File: config.mk
export PLATFORM = sky130hd
export DESIGN_NAME = dequ_ctrl
export DESIGN_NICKNAME = d
export VERILOG_FILES = /design/src/hdl/dequ_pkg.sv /design/src/hdl/dequ_ctrl.sv
export SDC_FILE = /design/constraint.sdc
export NUM_CORES = 1
export LEC_CHECK = 0
export BUFFER_PORTS_ARGS = -buffer_cell sky130_fd_sc_hd__buf_2
export CORE_ASPECT_RATIO = 1.2
export CORE_MARGIN = 4
export CORE_UTILIZATION = 55
export CTS_BUF_LIST = sky130_fd_sc_hd__clkbuf_8
export DETAILED_ROUTE_END_ITERATION = 8
export GPL_TIMING_DRIVEN = 0
export PLACE_DENSITY = 0.74
export SLEW_MARGIN = 20
export SYNTH_ARGS = -nofsm -noshare
export SYNTH_HDL_FRONTEND = slang
export SYNTH_SLANG_ARGS = --single-unit
File: constraint.sdc
create_clock -name aclk -period 3.1 [get_ports aclk]
set_input_delay 0.62 -clock aclk [delete_from_list [all_inputs] [get_ports aclk]]
set_output_delay 0.62 -clock aclk [all_outputs]
set_load 0.02 [all_outputs]
File: src/hdl/dequ_pkg.sv
package dequ_pkg;

    localparam logic [1:0] FUNC_PUSH_FRONT  = 2'd0;
    localparam logic [1:0] FUNC_POP_FRONT   = 2'd1;
    localparam logic [1:0] FUNC_INJECT_REAR = 2'd2;
    localparam logic [1:0] FUNC_EJECT_REAR  = 2'd3;

    localparam logic [1:0] STATUS_OK    = 2'd0;
    localparam logic [1:0] STATUS_EMPTY = 2'd1;
    localparam logic [1:0] STATUS_FULL  = 2'd2;

    localparam int unsigned PORT_BITS = 32;

    typedef struct packed {
        logic [1:0]                  func;
        logic signed [PORT_BITS-1:0] value;
    } dequ_in_t;

    typedef struct packed {
        logic signed [PORT_BITS-1:0] data_out;
        logic [1:0]                  status;
    } dequ_out_t;

    // what travels with an item from the pointer stage to the result stage
    typedef struct packed {
        logic       rd;
        logic [1:0] status;
    } dequ_res_ctl_t;

endpackage

File: src/hdl/dequ_ctrl.sv
module dequ_ctrl #(
    parameter int DEPTH = 1024
) (
    input  logic                          aclk,
    input  logic                          aresetn,
    input  logic                          accept,
    input  logic [1:0]                    func,
    output logic                          mem_we,
    output logic                          mem_re,
    output logic [$clog2(DEPTH)-1:0]      mem_addr,
    output dequ_pkg::dequ_res_ctl_t       res_ctl
);

    localparam int PTR_W = $clog2(DEPTH);
    localparam int CNT_W = $clog2(DEPTH + 1);
    localparam logic [PTR_W-1:0] PTR_LAST = PTR_W'(DEPTH - 1);
    localparam logic [CNT_W-1:0] CNT_FULL = CNT_W'(DEPTH);

    logic [PTR_W-1:0] head_reg, head_next;
    logic [PTR_W-1:0] tail_reg, tail_next;
    logic [CNT_W-1:0] occ_reg, occ_next;

    logic [PTR_W-1:0] head_prev, head_inc, tail_prev, tail_inc;
    logic             is_add, full, empty, ok;
    logic [1:0]       status;

    assign head_prev = (head_reg == '0) ? PTR_LAST : head_reg - PTR_W'(1);
    assign head_inc  = (head_reg == PTR_LAST) ? '0 : head_reg + PTR_W'(1);
    assign tail_prev = (tail_reg == '0) ? PTR_LAST : tail_reg - PTR_W'(1);
    assign tail_inc  = (tail_reg == PTR_LAST) ? '0 : tail_reg + PTR_W'(1);

    assign is_add = (func == dequ_pkg::FUNC_PUSH_FRONT) || (func == dequ_pkg::FUNC_INJECT_REAR);
    assign full   = (occ_reg == CNT_FULL);
    assign empty  = (occ_reg == '0);

    always_comb begin
        head_next = head_reg;
        tail_next = tail_reg;
        status    = dequ_pkg::STATUS_OK;
        mem_addr  = tail_reg;
        case (func)
            dequ_pkg::FUNC_PUSH_FRONT: begin
                mem_addr  = head_prev;
                head_next = head_prev;
                if (full) status = dequ_pkg::STATUS_FULL;
            end
            dequ_pkg::FUNC_POP_FRONT: begin
                mem_addr  = head_reg;
                head_next = head_inc;
                if (empty) status = dequ_pkg::STATUS_EMPTY;
            end
            dequ_pkg::FUNC_INJECT_REAR: begin
                mem_addr  = tail_reg;
                tail_next = tail_inc;
                if (full) status = dequ_pkg::STATUS_FULL;
            end
            default: begin
                mem_addr  = tail_prev;
                tail_next = tail_prev;
                if (empty) status = dequ_pkg::STATUS_EMPTY;
            end
        endcase
    end

    assign ok       = (status == dequ_pkg::STATUS_OK);
    assign occ_next = is_add ? occ_reg + CNT_W'(1) : occ_reg - CNT_W'(1);

    assign mem_we = accept && ok && is_add;
    assign mem_re = accept && ok && !is_add;

    assign res_ctl.rd     = ok && !is_add;
    assign res_ctl.status = status;

    always_ff @(posedge aclk) begin
        if (!aresetn) begin
            head_reg <= '0;
            tail_reg <= '0;
            occ_reg  <= '0;
        end else if (accept && ok) begin
            head_reg <= head_next;
            tail_reg <= tail_next;
            occ_reg  <= occ_next;
        end
    end

endmodule
==> impl_metrics.py <==
metrics = {
    "floorplan": {
        "die_y_um": 88.7,
        "ios": 20,
        "core_area_um2": 5260,
        "start_util_pct": 56.7,
        "rows": 29,
        "die-area_um2": 6670,
        "dieWidth_um": 75.2,
    },
    "drt": {
        "drt_wl_total_mm": 9.44,
        "drtIter0Drc": 544,
        "drtPass1Iterations": 5,
        "drc": 0,
        "vias_per_cell": 6.95,
        "drtAntennaViolNets": 0,
        "wl_per_cell_um": 19.5,
        "routed-via-count": 3366,
    },
    "logic_synthesis": {
        "syn_area_per_cell_um2": 7.57,
        "synthArstFlopShare_pct": 0,
        "synth_top_area_cell": "dfxtp_1",
        "synth_cells": 394,
        "synth_edf_count": 0,
        "synth-seq-cells": 31,
        "synthesis.area_um2": 2980,
        "synth_top_area_share_pct": 20.8,
        "ys.flop_type": "dfxtp_1",
        "yosys-top-cells-area": "dfxtp_1, a21oi_1, mux4_2, nand2_1, o21ai_0",
        "ys_types": 71,
        "yosysSeqAreaShare_pct": 20.8,
        "syn_nets": 407,
        "yosysWarnings": 0,
    },
    "final_layout": {
        "largest_register_ff_count": 11,
        "regArea_um2": 627,
        "num-fill-cells": 457,
        "multi_input_area_um2": 2180,
        "final_nets": 434,
        "layout-drive-gt1-share_pct": 20.1,
        "syn_to_final_growth_pct": 14.3,
        "insertedDiodeCount": 0,
        "utilization_pct": 64.8,
    },
    "pwr": {
        "p_leak_nw": 1.28,
        "ir_drop_uv": 414,
        "power_density_nw_per_um2": 837,
    },
    "min_path": {
        "hp-class": "reg2reg",
        "holdPathStages": 2,
        "holdCritStartpoint": "occ_reg[2]",
    },
    "clock_tree": {
        "cts.sinks": 31,
        "cts.clk_slew.worst_paths_ps": 70,
        "holdBufCountCts": 0,
        "cts_tree": "yes",
        "cts_root_buf": "clkbuf_8",
        "clockBufferDepth": 2,
        "clock_latency_ps": 300,
        "h-tree-depth": 2,
        "cts_buffers": 5,
    },
    "sta": {
        "skew_ps": 9.35,
        "setup_violations": 0,
        "slew_headroom_pct": 57.1,
        "hold_viol_final": 0,
        "fin_crit_ps": 3070,
        "whs_ps": 495,
        "period_share_pct": 99.1,
        "slew_violations": 0,
        "rsz0062_at_grt": "yes",
        "worst_pin_slew_ps": 643,
        "fmax_ghz": 0.325,
    },
    "setup_path": {
        "critPathArrivalTime_ps": 2450,
        "cp_max_fo": 8,
        "critPathTopFamily": "simple AND/OR/NAND/NOR gates",
        "critPathRequiredTime_ps": 2480,
        "path_cells": "or4_1 -> o41ai_1 -> o21ai_1 -> mux4_2 -> buf_2",
        "cp-start-kind": "flip-flop",
        "crit_path_end_kind": "primary output",
        "path_class": "reg2out",
        "crit_start": "tail_reg[0]",
        "cpPeakStageDelay_ps": 680,
        "cp_num_cells": 5,
        "reg2reg_from": "occ_reg[1]",
        "reg2reg_depth": 7,
        "crit_buf_inv": 1,
        "slowest_stage": "or4_1",
    },
    "run": {
        "max_cap_violations": 0,
    },
    "global_routing": {
        "first_global_vias": 3089,
        "antenna_found_initial": 0,
        "gr-total-overflow": 0,
        "grt_max_degree": 11,
        "grt_pass1_wl_mm": 15.1,
        "grt_usage_pct": 29.4,
    },
    "place": {
        "port_buffers": 19,
        "dp_hpwl_mm": 6.61,
        "place.gp.congestion": 0.952,
    },
    "outcome": {
        "outcome": "finished, final reports clean",
    },
}
layer usage:
metal	wire [um]	vias up	global-route usage [%]
met4	275	0	12.2
met5	0	-	0
li1	-	1553	-
met3	847	29	5.23
met2	4430	219	47.1
met1	3890	1565	38.8
tightest hold or removal path: stages (launching register included):
cell,delay [ps]
dfxtp_1,330
nand2_1,60
a21oi_1,50
Yosys cell counts (4+ instances only):
cell / instances
nor4_1: 7
nand2_1: 35
nand3_1: 14
buf_2: 7
and2_1: 5
nor4b_1: 4
dfxtp_1: 31
o21ai_0: 23
a21oi_1: 37
mux4_2: 6
or4_1: 7
nand4_1: 8
ha_1: 8
o31ai_1: 5
a31oi_1: 7
xnor2_1: 9
or3_1: 8
nor3_1: 13
a22oi_1: 6
nor3b_1: 5
clkbuf_1: 23
o211ai_1: 6
nor2_1: 27
o22ai_1: 9
inv_1: 9
placed cells by master (no fill, tap or decap), types with 4 or more instances in the layout:
cell	synthesis	final
a21oi_1	37	36
a22oi_1	6	6
a31oi_1	7	7
and2_1	5	5
buf_2	7	20
buf_4	1	11
clkbuf_1	23	18
clkbuf_8	3	10
dfxtp_1	31	28
ha_1	8	7
inv_1	9	8
mux4_2	6	6
nand2_1	35	34
nand3_1	14	13
nand4_1	8	8
nor2_1	27	27
nor3_1	13	13
nor3b_1	5	4
nor4_1	7	6
o211ai_1	6	6
o21ai_0	23	21
o22ai_1	9	9
o31ai_1	5	5
or3_1	8	7
or4_1	7	7
xnor2_1	9	9
final cells by class:
type                            count  area share [%]
Buffer                             33            5.98
Clock buffer                        7            2.82
Clock inverter                      1           0.110
Inverter                           11            1.47
Multi-Input combinational cell    314            64.0
Sequential cell                    31            18.4
Tap cell                           62            2.27
Timing Repair Buffer               25            4.99
final timing paths:
| path | to | slack [ps] |
|---|---|---|
| max | mem_addr[7] | 30 |
| min | occ_reg[2] | 500 |
| max reg2reg | tail_reg[9] | 660 |
| min reg2reg | occ_reg[2] | 500 |
kinds of logic (layout without fill, tap and decap cells):
| group | count (synthesis) | in the layout | share of synthesized area, % |
|---|---|---|---|
| buf+inv | 49 | 77 | 8.47 |
| compound gates | 132 | 132 | 30.1 |
| simple gates | 152 | 152 | 27.9 |
| xor+xnor | 12 | 12 | 3.52 |
| fa+ha+maj | 9 | 9 | 3.69 |
| flops | 31 | 31 | 20.8 |
| mux | 9 | 9 | 5.54 |
report_power, final:
| part | internal (W) | total (W) | switching (W) |
|---|---|---|---|
| clock network | 0.000200 | 0.000370 | 0.000171 |
| registers | 0.000499 | 0.000636 | 0.000137 |
| logic | 0.000803 | 0.00185 | 0.00104 |
stage by stage:
step / cells / total power, W / setup slack [ps] / setup TNS [ps] / cell area, um^2
floorplan: 394 / 0.00185 / 135 / 0 / 2980
global placement: 475 / 0.00223 / -163 / -636 / 3160
detailed placement: 475 / 0.00225 / -151 / -638 / 3160
CTS: 482 / 0.00267 / 17.9 / 0 / 3300
global route: 484 / 0.00303 / -28.3 / -63.8 / 3410
finish: 484 / 0.00285 / 27.0 / 0 / 3410
repair_timing:
item / CTS / global route
buffers inserted: 0 / 5
setup endpoints to repair: 10 / 11
pin swaps: 1 / 2
gates cloned: 0 / 1
gates resized for setup: 17 / 18
hold endpoints to repair: 0 / 0
No activity file was read; power rests on OpenSTA's default activity.
